`src/fppa_pkg.sv`:
```
// shared constants, codes and types of the page pool allocator
package fppa_pkg;

  localparam int MAX_PAGES = 1024;
  localparam int ADDR_W    = 32;
  localparam int IDX_W     = $clog2(MAX_PAGES);
  localparam int CNT_W     = $clog2(MAX_PAGES + 1);
  localparam int SIZE_W    = 24;
  localparam int PCOUNT_W  = 11;
  localparam int AVAIL_W   = 11;
  localparam int CFG_W     = 32;
  localparam int CFG_IDX_W = 2;
  localparam int KIND_W    = 2;
  localparam int STATUS_W  = 3;

  localparam logic [CFG_IDX_W-1:0] CFG_POOL_BASE  = 2'd0;
  localparam logic [CFG_IDX_W-1:0] CFG_PAGE_SIZE  = 2'd1;
  localparam logic [CFG_IDX_W-1:0] CFG_PAGE_COUNT = 2'd2;

  localparam logic [SIZE_W-1:0]   PAGE_SIZE_RST  = 24'd64;
  localparam logic [PCOUNT_W-1:0] PAGE_COUNT_RST = 11'd1024;

  typedef enum logic [KIND_W-1:0] {
    K_ALLOC  = 2'd0,
    K_FREE   = 2'd1,
    K_CREATE = 2'd2,
    K_DELETE = 2'd3
  } kind_t;

  typedef enum logic [STATUS_W-1:0] {
    ST_OK          = 3'd0,
    ST_UNREADY     = 3'd1,
    ST_NO_MEM      = 3'd2,
    ST_POOL_FULL   = 3'd3,
    ST_BAD_ADDR    = 3'd4,
    ST_DOUBLE_FREE = 3'd5,
    ST_FAULT       = 3'd6
  } status_t;

  typedef enum logic [2:0] {
    S_IDLE,
    S_ALLOC_RD,
    S_ALLOC_MUL,
    S_ALLOC_ADD,
    S_DIV,
    S_MAP_RD,
    S_FREE_CHK
  } state_t;

  typedef struct packed {
    logic              start;
    logic [ADDR_W-1:0] dividend;
    logic [SIZE_W-1:0] divisor;
  } div_req_t;

  typedef struct packed {
    logic              done;
    logic [ADDR_W-1:0] quot;
    logic [SIZE_W-1:0] rem;
  } div_rsp_t;

endpackage

```
`src/fppa_div.sv`:
```
// restoring divider, one quotient bit per cycle
module fppa_div (
  input  logic               clk,
  input  logic               rst_n,
  input  fppa_pkg::div_req_t req,
  output fppa_pkg::div_rsp_t rsp
);
  import fppa_pkg::*;

  localparam int STEP_W = $clog2(ADDR_W + 1);

  logic              busy_r, busy_nxt;
  logic              done_r, done_nxt;
  logic [STEP_W-1:0] cnt_r, cnt_nxt;
  logic [ADDR_W-1:0] quo_r, quo_nxt;
  logic [SIZE_W-1:0] rem_r, rem_nxt;
  logic [SIZE_W-1:0] dvs_r, dvs_nxt;
  logic [SIZE_W:0]   rem_sh;
  logic [SIZE_W:0]   diff;
  logic              fits;

  always_comb begin
    rem_sh   = {rem_r, quo_r[ADDR_W-1]};
    diff     = rem_sh - {1'b0, dvs_r};
    fits     = (rem_sh >= {1'b0, dvs_r});
    busy_nxt = busy_r;
    done_nxt = 1'b0;
    cnt_nxt  = cnt_r;
    quo_nxt  = quo_r;
    rem_nxt  = rem_r;
    dvs_nxt  = dvs_r;
    if (req.start) begin
      busy_nxt = 1'b1;
      cnt_nxt  = STEP_W'(ADDR_W);
      quo_nxt  = req.dividend;
      rem_nxt  = '0;
      dvs_nxt  = req.divisor;
    end else if (busy_r) begin
      rem_nxt = fits ? diff[SIZE_W-1:0] : rem_sh[SIZE_W-1:0];
      quo_nxt = {quo_r[ADDR_W-2:0], fits};
      cnt_nxt = cnt_r - 1'b1;
      if (cnt_r == STEP_W'(1)) begin
        busy_nxt = 1'b0;
        done_nxt = 1'b1;
      end
    end
  end

  always_ff @(posedge clk) begin
    if (!rst_n) begin
      busy_r <= 1'b0;
      done_r <= 1'b0;
      cnt_r  <= '0;
    end else begin
      busy_r <= busy_nxt;
      done_r <= done_nxt;
      cnt_r  <= cnt_nxt;
    end
  end

  always_ff @(posedge clk) begin
    quo_r <= quo_nxt;
    rem_r <= rem_nxt;
    dvs_r <= dvs_nxt;
  end

  assign rsp.done = done_r;
  assign rsp.quot = quo_r;
  assign rsp.rem  = rem_r;

endmodule

```
`config.mk`:
```
export PLATFORM = sky130hd
export DESIGN_NAME = fppa_div
export DESIGN_NICKNAME = d
export VERILOG_FILES = /design/src/fppa_pkg.sv /design/src/fppa_div.sv
export SDC_FILE = /design/constraint.sdc
export NUM_CORES = 1
export LEC_CHECK = 0
export BUFFER_PORTS_ARGS = -buffer_cell sky130_fd_sc_hd__buf_4
export CAP_MARGIN = 20
export CELL_PAD_IN_SITES_DETAIL_PLACEMENT = 0
export CELL_PAD_IN_SITES_GLOBAL_PLACEMENT = 2
export CORE_MARGIN = 1.5
export CORE_UTILIZATION = 33
export DETAILED_ROUTE_END_ITERATION = 16
export PLACE_DENSITY = 0.88
export SLEW_MARGIN = 30
export SYNTH_ARGS = -nofsm -noshare
export SYNTH_HDL_FRONTEND = slang
export SYNTH_SLANG_ARGS = --single-unit
export TNS_END_PERCENT = 50
```
`constraint.sdc`:
```
create_clock -name clk -period 3.7 [get_ports clk]
set_clock_uncertainty 0.2 [all_clocks]
set_input_delay 0 -clock clk [delete_from_list [all_inputs] [get_ports clk]]
set_output_delay 0 -clock clk [all_outputs]
set_load 0.01 [all_outputs]
```
After elaboration in Yosys (flattened, before gate mapping)
Index checks and enable logic that the tools add are counted.
{"block": "totals", "reg_bits": 88, "input_bits": 59, "output_inout_bits": 57, "wordCells": 25}
{"block": "classes", "n_addsub": 2, "order_cmp": 1, "n_eq_ne": 1, "muxes": 9, "bitwise_logic": 2, "reduce_logical": 3}
{"cell": "32-bit 2-to-1 mux", "count": 2}
{"cell": "25-bit by 24-bit >= comparator with 1-bit output", "count": 1}
{"cell": "24-bit 2-to-1 mux", "count": 1}
{"cell": "24-bit subtractor", "count": 1}
{"cell": "6-bit 2-to-1 mux", "count": 2}
{"cell": "6-bit by 1-bit == test with 1-bit output, second input constant", "count": 1}
{"cell": "6-bit by 1-bit subtractor with 6-bit output, second input constant", "count": 1}
{"cell": "1-bit 2-to-1 mux", "count": 4}
{"cell": "3-bit OR reduction", "count": 1}
{"cell": "1-bit inverter", "count": 2}
{"cell": "2-bit nonzero test", "count": 1}
{"cell": "2-bit OR reduction", "count": 1}

Logic depth before layout (Yosys ltp)
Gate-level depths: netlist of the first run.
{"block": "logic_depth", "ltp_word": 4, "mapped_depth": 11}

Worst setup path before layout of the first run
OpenSTA, ideal clock, no wires.
{"block": "synth_path", "path_type": "flip-flop to flip-flop", "start": "reg quo_r[31]", "end": "reg rem_r[22]", "setup_ns": 0.091, "t_arrival_ns": 2.349, "required_ns": 3.409, "slack_ns": 1.060, "path_stages_with_launch": 12, "path_buffers": 0, "synth_period_minus_slack_ns": 2.640, "cell_sequence": "edfxtp_1 > inv_1 > ha_1 > fa_1 > nor2b_1 > o31a_1 > o21ai_1 > a211o_1 > nand2_1 > a221oi_1 > or3_1 > a311oi_1"}
{"block": "synth_via", "elab_chain_cells": 2, "elab_cells_between_ends": 3}
{"item": "start, declared", "line_no": "fppa_div.sv:15", "source": "logic [ADDR_W-1:0] quo_r, quo_nxt;"}
{"item": "start signal, assigned", "line_no": "fppa_div.sv:62", "source": "quo_r <= quo_nxt;"}
{"item": "24-bit subtractor or 25-bit by 24-bit >= comparator with 1-bit output (tied branches)", "line_no": "fppa_div.sv:24, fppa_div.sv:25"}
{"item": "24-bit 2-to-1 mux (*)", "line_no": "fppa_div.sv:39", "source": "rem_nxt = fits ? diff[SIZE_W-1:0] : rem_sh[SIZE_W-1:0];"}
{"item": "end signal, assigned", "line_no": "fppa_div.sv:63", "source": "rem_r <= rem_nxt;"}
{"item": "end, declared", "line_no": "fppa_div.sv:16", "source": "logic [SIZE_W-1:0] rem_r, rem_nxt;"}
Mark *: on every way between the ends. The rest lies on a longest branch, timed or not.
A chain may end at the register's enable or synchronous reset.

Worst setup path in the final report of the first run
{"block": "layout_path", "start": "reg rem_r[5]", "end": "reg rem_r[23]"}
{"block": "layout_via", "elab_chain_cells": 2, "elab_cells_between_ends": 3}
{"item": "24-bit subtractor or 25-bit by 24-bit >= comparator with 1-bit output (tied branches)", "line_no": "fppa_div.sv:24, fppa_div.sv:25"}
{"item": "24-bit 2-to-1 mux (*)", "line_no": "fppa_div.sv:39"}
Marked as above.

==> flow_metrics.env, run 1 <==
export IMPL_synth_top_family_by_area="compound AO/OA/AOI/OAI gates"
export IMPL_utilization_pct=47.8
export IMPL_viasPerCell=4.93
export IMPL_crit_chain="ha_1, and4_1, nand3_1, a21oi_2, o31ai_4, and3_1, nor2_2, buf_4, o211ai_1, a311oi_2"
export IMPL_grt_usage_pct=16.1
export IMPL_cts_tree="yes"
export IMPL_ys_top_cells_by_area="edfxtp_1, dfxtp_1, mux2_2"
export IMPL_arrival_ns=3.00
export IMPL_synth_mux_area_fraction_pct=7.38
export IMPL_finalSetupViolCount=0
export IMPL_final_max_slew_violation_count=0
export IMPL_worstSetupPathType="reg -> reg"
export IMPL_wire_per_inst_um=14.8
export IMPL_cts_max_path_buffers=2
export IMPL_pre_cts_slack_ns=0.745
export IMPL_ys_warn_count=0
export IMPL_synthAdderAreaFrac_pct=7.30
export IMPL_rsz0062_at_grt="no"
export IMPL_clock_fmax_ghz=0.341
export IMPL_cts_repair_resized=0
export IMPL_worst_setup_path_start_kind="flop"
export IMPL_avgSynthCellArea_um2=10.5
export IMPL_antenna_left=0
export IMPL_final_setup_worst_slack_ns=0.767
export IMPL_remaining_drc_errors=0
export IMPL_grt_remaining_overflow=0
export IMPL_postCtsSetupBuffers=0
export IMPL_min_from="req[4]"
export IMPL_slew_headroom_pct=48.0
export IMPL_htreeDepth=3
export IMPL_cp_max_fo=14
export IMPL_routed_wl_um=11900
export IMPL_synth_simple_area_share_pct=13.0
export IMPL_tightest_slew_ns=0.780
export IMPL_synth_xor_area_share_pct=3.33
export IMPL_hp_class="in -> reg"
export IMPL_clk_pin_slew_worst_paths_ns=0.07
export IMPL_ys_async_sr_fraction_pct=0
export IMPL_yosysUniqueCellTypes=55
export IMPL_synth_edf_count=56
export IMPL_slowest_delay_ns=0.37
export IMPL_syn_inst=450
export IMPL_hold_viol_final=0
export IMPL_cts_sinks=88
export IMPL_final_area_um2=6660
export IMPL_crit_slowest_cell="ha_1"
export IMPL_vias=3967
export IMPL_area_growth_synth_to_final_pct=40.7
export IMPL_crit_start="rem_r[5]$_SDFFE_PP0P_"
export IMPL_layout_drive_gt1_share_pct=28.2
export IMPL_grt_pass1_wl_um=18700
export IMPL_dieArea_um2=15100
export IMPL_powerDensity_nw_per_um2=431
export IMPL_synth_compound_area_share_pct=15.7
export IMPL_hpwl_um=8250
export IMPL_holdWs_ns=0.160
export IMPL_gp_congestion=0.840
export IMPL_mostFrequentLayoutCells="buf_4, dlygate4sd3_1, edfxtp_1"
export IMPL_nNetsFinal=706
export IMPL_ir_drop_mv=0.267
export IMPL_r2r_start="rem_r[5]$_SDFFE_PP0P_"
export IMPL_critPathCaptureType="flop"
export IMPL_fin_setup_tns_ns=0
export IMPL_grt_max_degree=57
export IMPL_die_w_um=123
export IMPL_drt_initial_drc_count=173
export IMPL_num_antenna_cells=0
export IMPL_final_min_clock_period_ns=2.93
export IMPL_firstDrtPassIters=4
export IMPL_cts_buffers=9
export IMPL_grt_pass1_vias=3893
export IMPL_clock_root_buffer="clkbuf_16"
export IMPL_die_h_um=123
export IMPL_syn_cell_area_um2=4730
export IMPL_yosysTopAreaCell="edfxtp_1"
export IMPL_path_buf_inv=1
export IMPL_maxCapViolations=0
export IMPL_power_leakage_uw=0.00279
export IMPL_cp_required_ns=3.76
export IMPL_syn_nets=536
export IMPL_port_buffers=115
export IMPL_clk_latency_ns=0.35
export IMPL_synth_top_area_share_pct=35.5
export IMPL_row_count=43
export IMPL_final_common_cell="buf_4"
export IMPL_core_area_um2=13900
export IMPL_path_delay_family="simple AND/OR/NAND/NOR gates"
export IMPL_ys_ff_latch=88
export IMPL_synth_ff_type="edfxtp_1"
export IMPL_start_util_pct=34.0
export IMPL_antenna_found_initial=0
export IMPL_dpl_instance_area_um2=5770
export IMPL_hold_buffers=58
export IMPL_period_share_pct=79.3
export IMPL_outcome="completed"
export IMPL_seq_area_frac_synth_pct=49.1
export IMPL_io_pins=116
[state kept, by name, indices dropped and copies added, names as in the netlist]
register  flops
quo_r        32
dvs_r        24
rem_r        24
done_r        1
busy_r        1
cnt_r         6
[logic make-up (layout without fill, tap and decap cells)]
logic type / after synthesis / count (layout)
AND/OR/NAND/NOR: 128 / 128
AO/OA/AOI/OAI: 108 / 108
flip-flops: 88 / 88
buffers and inverters: 50 / 225
multiplexers: 31 / 31
adder cells (fa/ha/maj): 27 / 27
XOR/XNOR: 18 / 18
[per-stage QoR]
step,cells,power (uW)
2_1_floorplan,450,1630
3_3_place_gp,731,1860
3_5_place_dp,731,1870
4_1_cts,805,2900
5_1_grt,805,3020
6_report,805,2870
[where the power goes]
part	leakage, uW	switching [uW]	internal, uW
logic	0.00182	354	342
registers	0.000820	57.0	1140
clock network	0.000153	431	541
[cells in the mapped netlist, drive strengths merged, types with 2 or more instances]
| cell type | n |
|---|---|
| a211o | 4 |
| a211oi | 10 |
| a21boi | 3 |
| a21o | 6 |
| a21oi | 34 |
| a221oi | 2 |
| a311oi | 14 |
| a31oi | 4 |
| and2 | 4 |
| and3 | 3 |
| buf | 6 |
| clkbuf | 12 |
| dfxtp | 32 |
| edfxtp | 56 |
| ha | 26 |
| inv | 31 |
| mux2 | 31 |
| nand2 | 42 |
| nand2b | 4 |
| nand3 | 11 |
| nand4 | 2 |
| nor2 | 33 |
| nor2b | 4 |
| nor3 | 10 |
| nor4 | 4 |
| o211ai | 2 |
| o21a | 6 |
| o21ai | 17 |
| o31ai | 2 |
| or2 | 2 |
| or3 | 3 |
| or4 | 2 |
| xnor2 | 13 |
| xor2 | 5 |
[worst register-to-register path, cell delays in order, from the launching register on]
cell,delay [ns]
dfxtp_1,0.35
ha_1,0.37
and4_1,0.26
nand3_1,0.10
a21oi_2,0.23
o31ai_4,0.13
and3_1,0.23
nor2_2,0.30
buf_4,0.29
o211ai_1,0.14
a311oi_2,0.26
[metal layers]
metal | track usage [%] | share of wire, %
met1 | 19.9 | 45
met2 | 26.3 | 47
met3 | 5.99 | 7.1
met4 | 4.58 | 1.1
met5 | 0 | 0
[cell type report]
cell class / instances / area [um^2]
Clock buffer: 9 / 225
Timing Repair Buffer: 177 / 1470
Fill cell: 1267 / 7270
Inverter: 32 / 120
Multi-Input combinational cell: 312 / 2210
Sequential cell: 88 / 2320
Clock inverter: 7 / 87.6
Tap cell: 180 / 225
[worst paths after layout]
check	slack [ns]	depth (start not counted)	endpoint
hold / removal	0.16	2	dvs_r[4]$_DFFE_PP_
setup reg to reg	0.77	10	rem_r[23]$_SDFFE_PP0P_
setup / recovery	0.77	10	rem_r[23]$_SDFFE_PP0P_
hold reg to reg	0.29	2	cnt_r[0]$_SDFFE_PP0P_
Note: power is estimated with default switching activity, not from simulation.
==> run 2, diff against run 1 <==
- ABC_AREA: default -> 1
- CORE_UTILIZATION: 33 -> 28
- PLACE_DENSITY: 0.88 -> 0.87
- clock period: 3.7 -> 2.5 ns (I/O delays scaled with it)
==> flow_metrics.env, run 2 <==
export IMPL_outcome="completed"
export IMPL_viasPerCell=4.34
export IMPL_crit_chain="inv_1, ha_1, fa_2, nor2_1, o21ai_0, nand2_1, nand2_1, nand2_1, nor2_1, o21ai_1, nand3_1, nand2_1"
export IMPL_grt_max_degree=47
export IMPL_clk_latency_ns=0.35
export IMPL_yosysUniqueCellTypes=34
export IMPL_syn_cell_area_um2=5500
export IMPL_seq_area_frac_synth_pct=42.2
export IMPL_hp_class="in -> reg"
export IMPL_cp_required_ns=2.59
export IMPL_tightest_slew_ns=0.582
export IMPL_ys_top_cells_by_area="edfxtp_1, nand2_1, dfxtp_1"
export IMPL_grt_usage_pct=16.8
export IMPL_ys_async_sr_fraction_pct=0
export IMPL_dieArea_um2=20500
export IMPL_slew_headroom_pct=61.2
export IMPL_firstDrtPassIters=5
export IMPL_ys_warn_count=0
export IMPL_htreeDepth=3
export IMPL_final_min_clock_period_ns=2.31
export IMPL_wire_per_inst_um=13.4
export IMPL_gp_congestion=0.808
export IMPL_antenna_left=0
export IMPL_layout_drive_gt1_share_pct=18.4
export IMPL_grt_pass1_wl_um=26700
export IMPL_final_common_cell="nand2_1"
export IMPL_clock_fmax_ghz=0.432
export IMPL_power_leakage_uw=0.00385
export IMPL_routed_wl_um=16300
export IMPL_fin_setup_tns_ns=0
export IMPL_critPathCaptureType="flop"
export IMPL_row_count=51
export IMPL_syn_inst=765
export IMPL_num_antenna_cells=0
export IMPL_regMostFlops="quo_r"
export IMPL_worstSetupPathType="reg -> reg"
export IMPL_core_area_um2=19300
export IMPL_cts_buffers=9
export IMPL_crit_slowest_cell="fa_2"
export IMPL_arrival_ns=2.40
export IMPL_hpwl_um=12200
export IMPL_clk_pin_slew_worst_paths_ns=0.07
export IMPL_rsz0062_at_grt="no"
export IMPL_yosysMostFrequentCell="nand2_1"
export IMPL_nNetsFinal=1032
export IMPL_final_max_slew_violation_count=0
export IMPL_period_share_pct=92.5
export IMPL_grt_remaining_overflow=0
export IMPL_io_pins=116
export IMPL_synthTopCellsByCount="nand2_1, inv_1, edfxtp_1"
export IMPL_largest_reg_flops=32
export IMPL_hold_viol_final=0
export IMPL_yosysTopAreaCell="edfxtp_1"
export IMPL_mostFrequentLayoutCells="nand2_1, inv_1, buf_4"
export IMPL_syn_nets=851
export IMPL_port_buffers=115
export IMPL_start_util_pct=28.4
export IMPL_powerDensity_nw_per_um2=473
export IMPL_ir_drop_mv=0.310
export IMPL_maxCapViolations=0
export IMPL_cts_tree="yes"
export IMPL_slowest_delay_ns=0.40
export IMPL_utilization_pct=39.3
export IMPL_cts_max_path_buffers=2
export IMPL_cpMostUsedCell="nand2_1"
export IMPL_cp_max_fo=3
export IMPL_ys_ff_latch=88
export IMPL_avgSynthCellArea_um2=7.19
export IMPL_die_h_um=143
export IMPL_area_growth_synth_to_final_pct=38.1
export IMPL_finalSetupViolCount=0
export IMPL_clock_root_buffer="clkbuf_16"
export IMPL_synth_ff_type="edfxtp_1"
export IMPL_drt_initial_drc_count=323
export IMPL_antenna_found_initial=0
export IMPL_cts_sinks=88
export IMPL_synth_top_area_share_pct=30.6
export IMPL_synth_edf_count=56
export IMPL_worst_setup_path_start_kind="flop"
export IMPL_die_w_um=143
export IMPL_top_regs="quo_r x32, dvs_r x24, rem_r x24"
export IMPL_vias=5277
export IMPL_remaining_drc_errors=0
export IMPL_grt_pass1_vias=5214
[run 2: changes by cell type in the layout (fill, tap and decap cells not counted), sizes merged, moves of 20 or more]
cell	change
nand2	+256
inv	+112
nand3	+48
mux2	-31
nand4	+27
a21oi	-20
[run 2: repair_timing]
| item | 4_1_cts | 5_1_grt |
|---|---|---|
| gates resized for setup | 0 | 2 |
| buffers inserted | 0 | 1 |
| setup endpoints to repair | 0 | 4 |
| hold buffers | 58 | 0 |
| endpoints found under the hold margin | 76 | 0 |
[run 2: worst max-delay path, delay by kind of cell (launching register included)]
kind	cells	cell delay, ns
flip-flops	1	0.38
AND/OR/NAND/NOR	7	0.69
adder cells (fa/ha/maj)	2	0.65
buffers and inverters	1	0.10
AO/OA/AOI/OAI	2	0.24
[run 2: per-layer routing]
| metal | global-route usage (%) | part of all wire [%] |
|---|---|---|
| met1 | 22.2 | 46 |
| met2 | 27.2 | 46 |
| met3 | 4.23 | 5.9 |
| met5 | 0 | 0 |
| met4 | 4.45 | 1.4 |
[run 2: kinds of logic after synthesis]
| kind of cell | synth area share, % |
|---|---|
| and+or+nand+nor | 34.5 |
| buffers and inverters | 11.8 |
| DFF | 42.2 |
| AOI/OAI and AO/OA | 3.30 |
| adders and majority gates | 6.28 |
| xor gates and xnor gates | 1.91 |
[run 2: final cells by class]
class | instances | area [um^2]
multi-input cells | 511 | 2530
inverters | 146 | 548
well taps | 265 | 332
clock inverters | 5 | 41.3
clock buffers | 11 | 233
repair buffers | 190 | 1580
flip-flops and latches | 88 | 2320
fillers | 2026 | 11700
[run 2: path summary, 6_finish.rpt]
path	slack [ns]	cells past startpoint	endpoint	startpoint
max	0.19	12	rem_r[12]$_SDFFE_PP0P_	quo_r[31]$_DFFE_PP_
min reg2reg	0.29	2	rem_r[14]$_SDFFE_PP0P_	rem_r[14]$_SDFFE_PP0P_
max reg2reg	0.19	12	rem_r[12]$_SDFFE_PP0P_	quo_r[31]$_DFFE_PP_
min	0.17	2	dvs_r[4]$_DFFE_PP_	req[4]
[run 2: report_power, final]
part	leakage [uW]	total [uW]	internal (uW)	switching, uW
Combinational	0.00290	609	289	320
Sequential	0.000823	1710	1660	51.5
Clock	0.000126	1280	682	593
[run 2: per-stage QoR]
step / power (uW) / hold WS [ns] / std cells / area [um^2] / worst slack (ns)
final: 3600 / 0.171 / 1216 / 7590 / 0.187
after global routing: 3780 / 0.169 / 1216 / 7590 / 0.0210
after CTS: 3640 / 0.155 / 1215 / 7580 / 0.0909
after detailed placement: 2280 / -0.0205 / 1141 / 6730 / 0.130
after global placement: 2280 / -0.0221 / 1141 / 6730 / 0.151
after floorplan: 2020 / -0.101 / 765 / 5500 / 0.221
